<file path="config.mk">
export PLATFORM = sky130hd
export DESIGN_NAME = fault_debounce_aggregator_core
export DESIGN_NICKNAME = d
export VERILOG_FILES = /design/src/hw/rtl/fdagg_pkg.sv /design/src/hw/rtl/fault_debounce_aggregator_core.sv /design/src/hw/rtl/fdagg_channel.sv
export VERILOG_INCLUDE_DIRS = /design/src /design/src/hw/rtl
export SDC_FILE = /design/constraint.sdc
export NUM_CORES = 1
export LEC_CHECK = 0
export BUFFER_PORTS_ARGS = -buffer_cell sky130_fd_sc_hd__buf_2
export CAP_MARGIN = 20
export CORE_MARGIN = 4
export CORE_UTILIZATION = 40
export DETAILED_ROUTE_END_ITERATION = 8
export GPL_TIMING_DRIVEN = 0
export SYNTH_ARGS = -nofsm -noshare
export SYNTH_HDL_FRONTEND = slang
export SYNTH_HIERARCHICAL = 1
export SYNTH_SLANG_ARGS = --single-unit
</file>
<file path="constraint.sdc">
create_clock -name clk_i -period 8.6 [get_ports clk_i]
set_clock_uncertainty 0.15 [all_clocks]
set_input_delay 0.43 -clock clk_i [delete_from_list [all_inputs] [get_ports clk_i]]
set_output_delay 0.43 -clock clk_i [all_outputs]
set_load 0.02 [all_outputs]
</file>
<file path="src/hw/rtl/fault_debounce_aggregator_core_defines.svh">
// ----------------------------------------------------------------------------
// Fault debounce aggregator: assertion macros
// Shared concurrent assertion wrappers, clocked on clk_i; only FDAGG_ASSERT is disabled by rst_ni.
// ----------------------------------------------------------------------------
`ifndef FAULT_DEBOUNCE_AGGREGATOR_CORE_DEFINES_SVH
`define FAULT_DEBOUNCE_AGGREGATOR_CORE_DEFINES_SVH

// Checked only while out of reset.
`define FDAGG_ASSERT(lbl, prop, msg) \
  lbl: assert property (@(posedge clk_i) disable iff (!rst_ni) (prop)) else $error(msg);

// Checked at every edge, reset included.
`define FDAGG_ASSERT_ALWAYS(lbl, prop, msg) \
  lbl: assert property (@(posedge clk_i) (prop)) else $error(msg);

`endif

</file>
<file path="src/hw/rtl/fdagg_pkg.sv">
// ----------------------------------------------------------------------------
// fdagg_pkg
// Types and constants of the fault debounce aggregator.
// ----------------------------------------------------------------------------
`default_nettype none

package fdagg_pkg;

  localparam int unsigned NUM_CH = 4;

  localparam logic [15:0] TICK_MS  = 16'd4;
  localparam logic [15:0] HOLD_MAX = 16'd65500;
  localparam logic [12:0] SUM_MAX  = 13'd8000;

  // Channel order, also the bit order of channel_latches.
  localparam int unsigned CH_AUX       = 0;
  localparam int unsigned CH_ENGINE    = 1;
  localparam int unsigned CH_CONVERTER = 2;
  localparam int unsigned CH_SUM       = 3;

  typedef enum logic [3:0] {
    REG_AUX_ON        = 4'd0,
    REG_AUX_OFF       = 4'd1,
    REG_ENGINE_ON     = 4'd2,
    REG_ENGINE_OFF    = 4'd3,
    REG_CONVERTER_ON  = 4'd4,
    REG_CONVERTER_OFF = 4'd5,
    REG_SUM_ON        = 4'd6,
    REG_SUM_OFF       = 4'd7
  } cfg_reg_e;

  typedef struct packed {
    logic [15:0] on_delay;
    logic [15:0] off_delay;
  } delay_cfg_t;

endpackage

`default_nettype wire

</file>
<file path="src/hw/rtl/fault_debounce_aggregator_core.sv">
// ----------------------------------------------------------------------------
// fault_debounce_aggregator_core
// Four-channel asymmetric-delay fault debounce with global fault output.
// ----------------------------------------------------------------------------
// Each input transfer is one 4 ms task tick. Four conditions are qualified
// (any aux flag, engine loss, converter loss, estimate below raw sum); each
// has an on and off delay in ms loaded on a condition edge (capped at 65500)
// and then counted down by 4 per tick. An expired counter sets or clears the
// channel latch. Every tick yields exactly one result: raw sum clamped to
// 0..8000, the four latches, and the global fault. Throughput is one tick
// per clock while the result register is drained; a tick passes the input
// register, then the channel update feeding the result register.
// Delay registers may be written only while no tick is in flight.
// ----------------------------------------------------------------------------
`default_nettype none
`include "fault_debounce_aggregator_core_defines.svh"

module fault_debounce_aggregator_core (
  input  logic        clk_i,
  input  logic        rst_ni,
  // configuration write port
  input  logic        cfg_we_i,
  input  logic [3:0]  cfg_idx_i,
  input  logic [15:0] cfg_wdata_i,
  // tick input
  input  logic        s_axis_tvalid_i,
  output logic        s_axis_tready_o,
  // [4:0] aux_fault_flags, [5] engine_loss_fault, [6] converter_loss_fault,
  // [19:7] sum_estimate, [35:20] sum_raw, [36] adaptive_fault, [39:37] zero
  input  logic [39:0] s_axis_tdata_i,
  // result output
  output logic        m_axis_tvalid_o,
  input  logic        m_axis_tready_i,
  // [12:0] sum_checked, [16:13] channel_latches, [17] global_fault,
  // [23:18] zero
  output logic [23:0] m_axis_tdata_o
);

  localparam int unsigned NCh = fdagg_pkg::NUM_CH;

  // Delay registers, one pair per channel.
  fdagg_pkg::delay_cfg_t delay_cfg_q [NCh];

  always_ff @(posedge clk_i or negedge rst_ni) begin
    if (!rst_ni) begin
      for (int i = 0; i < NCh; i++) begin
        delay_cfg_q[i] <= '0;
      end
    end else if (cfg_we_i) begin
      unique case (cfg_idx_i)
        fdagg_pkg::REG_AUX_ON:        delay_cfg_q[fdagg_pkg::CH_AUX].on_delay        <= cfg_wdata_i;
        fdagg_pkg::REG_AUX_OFF:       delay_cfg_q[fdagg_pkg::CH_AUX].off_delay       <= cfg_wdata_i;
        fdagg_pkg::REG_ENGINE_ON:     delay_cfg_q[fdagg_pkg::CH_ENGINE].on_delay     <= cfg_wdata_i;
        fdagg_pkg::REG_ENGINE_OFF:    delay_cfg_q[fdagg_pkg::CH_ENGINE].off_delay    <= cfg_wdata_i;
        fdagg_pkg::REG_CONVERTER_ON:  delay_cfg_q[fdagg_pkg::CH_CONVERTER].on_delay  <= cfg_wdata_i;
        fdagg_pkg::REG_CONVERTER_OFF: delay_cfg_q[fdagg_pkg::CH_CONVERTER].off_delay <= cfg_wdata_i;
        fdagg_pkg::REG_SUM_ON:        delay_cfg_q[fdagg_pkg::CH_SUM].on_delay        <= cfg_wdata_i;
        fdagg_pkg::REG_SUM_OFF:       delay_cfg_q[fdagg_pkg::CH_SUM].off_delay       <= cfg_wdata_i;
        default: ;  // indexes past the last register are dropped
      endcase
    end
  end

  // --------------------------------------------------------------------------
  // Input register. It advances into the result register whenever that one
  // is empty or being drained, so a transfer can land every cycle.
  // --------------------------------------------------------------------------
  logic        in_valid_q;
  logic [36:0] in_data_q;
  logic        out_valid_q;
  logic [17:0] out_data_q;
  logic        advance;
  logic        in_xfer;

  assign advance         = in_valid_q && (!out_valid_q || m_axis_tready_i);
  assign s_axis_tready_o = !in_valid_q || advance;
  assign in_xfer         = s_axis_tvalid_i && s_axis_tready_o;

  always_ff @(posedge clk_i or negedge rst_ni) begin
    if (!rst_ni) begin
      in_valid_q <= 1'b0;
    end else if (s_axis_tready_o) begin
      in_valid_q <= s_axis_tvalid_i;
    end
  end

  always_ff @(posedge clk_i) begin
    if (in_xfer) begin
      in_data_q <= s_axis_tdata_i[36:0];
    end
  end

  // Field unpack
  logic [4:0]         aux_flags;
  logic               engine_loss;
  logic               converter_loss;
  logic [12:0]        sum_estimate;
  logic signed [15:0] sum_raw;
  logic               adaptive_fault;

  assign aux_flags      = in_data_q[4:0];
  assign engine_loss    = in_data_q[5];
  assign converter_loss = in_data_q[6];
  assign sum_estimate   = in_data_q[19:7];
  assign sum_raw        = in_data_q[35:20];
  assign adaptive_fault = in_data_q[36];

  // Estimate is unsigned, raw is signed: compare both at 17 bits signed.
  logic signed [16:0] est_ext;
  logic signed [16:0] raw_ext;
  logic [NCh-1:0]     cond;
  logic [NCh-1:0]     latch_next;
  logic [12:0]        sum_checked;

  assign est_ext = signed'({4'b0000, sum_estimate});
  assign raw_ext = signed'({sum_raw[15], sum_raw});

  assign cond[fdagg_pkg::CH_AUX]       = |aux_flags;
  assign cond[fdagg_pkg::CH_ENGINE]    = engine_loss;
  assign cond[fdagg_pkg::CH_CONVERTER] = converter_loss;
  assign cond[fdagg_pkg::CH_SUM]       = est_ext < raw_ext;

  always_comb begin
    if (sum_raw[15]) begin
      sum_checked = '0;
    end else if (sum_raw > signed'({3'b000, fdagg_pkg::SUM_MAX})) begin
      sum_checked = fdagg_pkg::SUM_MAX;
    end else begin
      sum_checked = sum_raw[12:0];
    end
  end

  // Channel state moves only when a tick passes into the result register.
  for (genvar g = 0; g < NCh; g++) begin : g_ch
    fdagg_channel u_ch (
      .clk_i   (clk_i),
      .rst_ni  (rst_ni),
      .step_i  (advance),
      .cond_i  (cond[g]),
      .cfg_i   (delay_cfg_q[g]),
      .latch_o (latch_next[g])
    );
  end

  // --------------------------------------------------------------------------
  // Result register
  // --------------------------------------------------------------------------
  always_ff @(posedge clk_i or negedge rst_ni) begin
    if (!rst_ni) begin
      out_valid_q <= 1'b0;
    end else if (!out_valid_q || m_axis_tready_i) begin
      out_valid_q <= in_valid_q;
    end
  end

  always_ff @(posedge clk_i) begin
    if (advance) begin
      out_data_q <= {(|latch_next) || adaptive_fault, latch_next, sum_checked};
    end
  end

  assign m_axis_tvalid_o = out_valid_q;
  assign m_axis_tdata_o  = {6'b000000, out_data_q};

  `FDAGG_ASSERT(a_advance_fills, advance |=> m_axis_tvalid_o, "tick lost on way to result register")
  `FDAGG_ASSERT(a_sum_range, m_axis_tvalid_o |-> m_axis_tdata_o[12:0] <= fdagg_pkg::SUM_MAX, "sum_checked out of range")
  `FDAGG_ASSERT(a_global_covers, m_axis_tvalid_o && (m_axis_tdata_o[16:13] != 4'b0000) |-> m_axis_tdata_o[17], "latch set without global fault")

endmodule

`default_nettype wire

</file>
<file path="src/hw/rtl/fdagg_channel.sv">
// ----------------------------------------------------------------------------
// fdagg_channel
// One debounce channel: edge-loaded hold counter and set/reset latch.
// ----------------------------------------------------------------------------
`default_nettype none
`include "fault_debounce_aggregator_core_defines.svh"

module fdagg_channel (
  input  logic               clk_i,
  input  logic               rst_ni,
  input  logic               step_i,   // one tick is applied
  input  logic               cond_i,
  input  fdagg_pkg::delay_cfg_t cfg_i,
  output logic               latch_o   // latch value after this tick
);

  logic [15:0] cnt_q, cnt_d;
  logic [15:0] delay_sel;
  logic        prev_q;
  logic        latch_q, latch_d;

  always_comb begin
    delay_sel = cond_i ? cfg_i.on_delay : cfg_i.off_delay;
    if (cond_i != prev_q) begin
      cnt_d = (delay_sel > fdagg_pkg::HOLD_MAX) ? fdagg_pkg::HOLD_MAX : delay_sel;
    end else if (cnt_q > fdagg_pkg::TICK_MS) begin
      cnt_d = cnt_q - fdagg_pkg::TICK_MS;
    end else begin
      cnt_d = '0;
    end
    // Counter expired: condition drives the latch.
    latch_d = (cnt_d == '0) ? cond_i : latch_q;
  end

  always_ff @(posedge clk_i or negedge rst_ni) begin
    if (!rst_ni) begin
      cnt_q   <= '0;
      prev_q  <= 1'b0;
      latch_q <= 1'b0;
    end else if (step_i) begin
      cnt_q   <= cnt_d;
      prev_q  <= cond_i;
      latch_q <= latch_d;
    end
  end

  assign latch_o = latch_d;

  `FDAGG_ASSERT_ALWAYS(a_cnt_bounded, cnt_q <= fdagg_pkg::HOLD_MAX, "hold counter above limit")
  `FDAGG_ASSERT(a_expired_follows, step_i && (cond_i == prev_q) && (cnt_q == '0) |=> latch_q == prev_q, "expired counter did not make latch follow condition")

endmodule

`default_nettype wire
</file>
==> results.ini <==
[run_status]
status = finished clean

[logic_synthesis]
ys_ff_latch = 257
synth_area_leaders = dfrtp_1 37%, mux2_2 13%, edfxtp_1 12%, nor2_1 2.2%, o21ai_0 2.1%
ys_top_cells_by_count = 202 x dfrtp_1, 160 x mux2_2, 78 x nor2_1
ys.flop_type = dfrtp_1
synth-edff-count = 55
syn_avg_cell_area_um2 = 11.2
synth_top_area_share_pct = 37.1
async_flop_share_pct = 78.6
syn_inst = 1215
synth_most_common_cell = dfrtp_1
netlist_area_mm2 = 0.0136
yosysTopAreaCell = dfrtp_1
ys_warn_count = 6
yosysUniqueCellTypes = 68
synth-seq-area-share_pct = 49.3

[grt]
grt_overflow = 0
grt_pass1_wl_mm = 55.3
antenna_found_initial = 2
grt_pass1_vias = 10200
track_usage_pct = 18.4
grt_max_degree = 119

[pwr]
intPower_mw = 3.00
p_total_mw = 4.49
clkPwrFrac_pct = 28.9
p_comb_share_pct = 30.4
power_switching_mw = 1.48
p_sw_share_pct = 33.1
ir_drop_mv = 0.155
power_leakage_nw = 6.71
power_density_mw_per_mm2 = 279
seqPwrFrac_pct = 40.7

[layout]
diodes = 0
register_area_mm2 = 0.00671
fill_cells = 3044
multi_input_area_mm2 = 0.00638
drive_gt1_share_pct = 27.4
syn_to_final_growth_pct = 18.1
finalInstanceArea_mm2 = 0.0161
fin_nets = 1458

[worst_setup_path]
rr_startpoint = in_data_q[26]
startpoint = in_data_q[26]
r2r_cells = 17
worstSetupPathType = reg -> reg
endpoint_kind = flop
rr_endpoint = out_data_q[17]
cp.arrival_ns = 5.07
cp.required_ns = 8.75
cp_max_fo = 10
r2r_slack_ns = 3.68
start_kind = flop

[clock_tree]
cts_buffers = 28
htreeDepth = 1
clockRootBuffer = clkbuf_16
clkTransAtPathRegs_ns = 0.06
worstSkewPairLatency_ns = 0.55
clock_path_buffers = 3
cts_resized = 0
cts_sinks = 257
cts_tree = built

[sta]
worst_pin_slew_ns = 0.719
slew_violations = 0
fin_crit_sh_pct = 57.2
max_freq_mhz = 203
hold_viol = 0
max-slew-margin-rel_pct = 52.1
rsz0062_at_grt = no
finalSetupViolCount = 0
min_period_ns = 4.92
final.setup.tns_ns = 0

[die]
start_util_pct = 40.6
io_pins = 91
die_area_mm2 = 0.0371
die_w_um = 193
num_rows = 67
die_h_um = 193
coreArea_mm2 = 0.0335

[detailed_routing]
wirelength_mm = 33.9
drtIter0Drc = 534
wl_met1_mm = 15.9
drt_pre_antenna_iters = 6
dr_wl_met2_mm = 15.7
routedWlPerCell_um = 18.4
antenna_left = 0
via_per_inst = 5.47
wl_met3_mm = 1.79
top_layer = met5
drc_errors = 0
vias = 10100

[placement]
gp_congestion = 0.905
placement.io_buffers = 81
place_area_mm2 = 0.0147
dp_hpwl_mm = 24.2

[hold_path]
min_from = m_axis_tready_i
min_path_type = in -> reg
hold_depth = 3
holdPathEnd = m_axis_tvalid_o

[job]
drv_cap = 0

-- layer usage --
layer / vias up / GRT usage (%)
li1: 4823 / -
met1: 5008 / 26.1
met2: 210 / 29.7
met3: 44 / 3.94
met4: 4 / 3.32
met5: - / 0
-- critical path, cell delays in order (launching register included) --
cell and delay [ns]:
edfxtp_1 0.44, inv_1 0.08, ha_1 0.23, and3_1 0.20, a221oi_1 0.23, o21ai_0 0.19, a221oi_1 0.27, clkbuf_1 0.36
clkbuf_1 0.42, nand3_1 0.15, a222oi_1 0.52, nor3b_1 0.38, a21oi_1 0.09, and3_1 0.20, nand3_1 0.10, mux2_1 0.42
nor3_1 0.16, nand2_1 0.07
-- stage by stage --
step | worst slack, ns | cells | hold WS (ns) | utilization [%]
finish | 3.68 | 1843 | 0.0186 | 48.0
global placement | 3.46 | 1749 | 0.320 | 43.5
floorplan | 4.65 | 1220 | -0.0156 | -
CTS | 3.71 | 1843 | 0.00843 | 48.0
detailed placement | 3.72 | 1752 | 0.320 | 43.8
global route | 3.17 | 1843 | 0.0316 | 48.0
-- layout make-up --
cell class	count	area share, %
repair buffers	123	5.48
flip-flops and latches	257	41.7
clock inverters	14	1.10
plain buffers	75	2.38
inverters	44	1.03
multi-input cells	844	39.7
well taps	448	3.48
clock buffers	38	5.16
-- state kept, by name (all words and copies together), names as in the netlist --
name and flops:
g_ch.u_ch/prev_q 4, out_data_q 18, m_axis_tvalid_o 1, g_ch.u_ch/cnt_q 64, g_ch.u_ch/latch_q 4, in_valid_q 1
in_data_q 37, delay_cfg_q 128
-- how the worst max path moves through the flow --
stage	end	slack [ns]
after floorplan	out_data_q[17]	4.65
after detailed placement	out_data_q[17]	3.72
after global placement	m_axis_tvalid_o	3.46
after global routing	out_data_q[17]	3.17
after CTS	out_data_q[17]	3.71
final	out_data_q[17]	3.68
-- power by group through the flow --
stage | Clock (mW) | Sequential (mW) | Combinational, mW
finish | 1.30 | 1.82 | 1.37
global route | 1.38 | 1.87 | 1.52
CTS | 1.33 | 1.82 | 1.37
detailed placement | 0 | 1.84 | 1.35
global placement | 0 | 1.84 | 1.32
floorplan | 0 | 1.78 | 1.03
-- what timing repair did --
item,CTS,global route
hold buffers,39,0
buffers inserted,0,0
hold endpoints to repair,122,0
-- cell families after synthesis --
family | after synthesis | synth area share [%]
and+or+nand+nor | 353 | 15.2
DFF | 257 | 49.3
AOI/OAI and AO/OA | 253 | 12.8
muxes | 180 | 14.8
buffers and inverters | 119 | 4.02
xor gates and xnor gates | 32 | 2.06
adders and majority gates | 20 | 1.84
other | 1 | 0.0275
-- placed cells by master, fill, tap and decap left out, types with 24 or more instances in the layout --
cell           instances
nor3_1                35
nand3_1               30
nand4_1               25
a22o_1                32
a21oi_1               50
o21ai_0               58
clkbuf_16             30
buf_2                 90
edfxtp_1              55
dfrtp_1              202
nand2_1               49
nor2_1                78
clkbuf_1              39
a22oi_1               24
mux2_2               160
inv_1                 44
dlygate4sd3_1         39
Note: power is estimated with default switching activity, not from simulation.
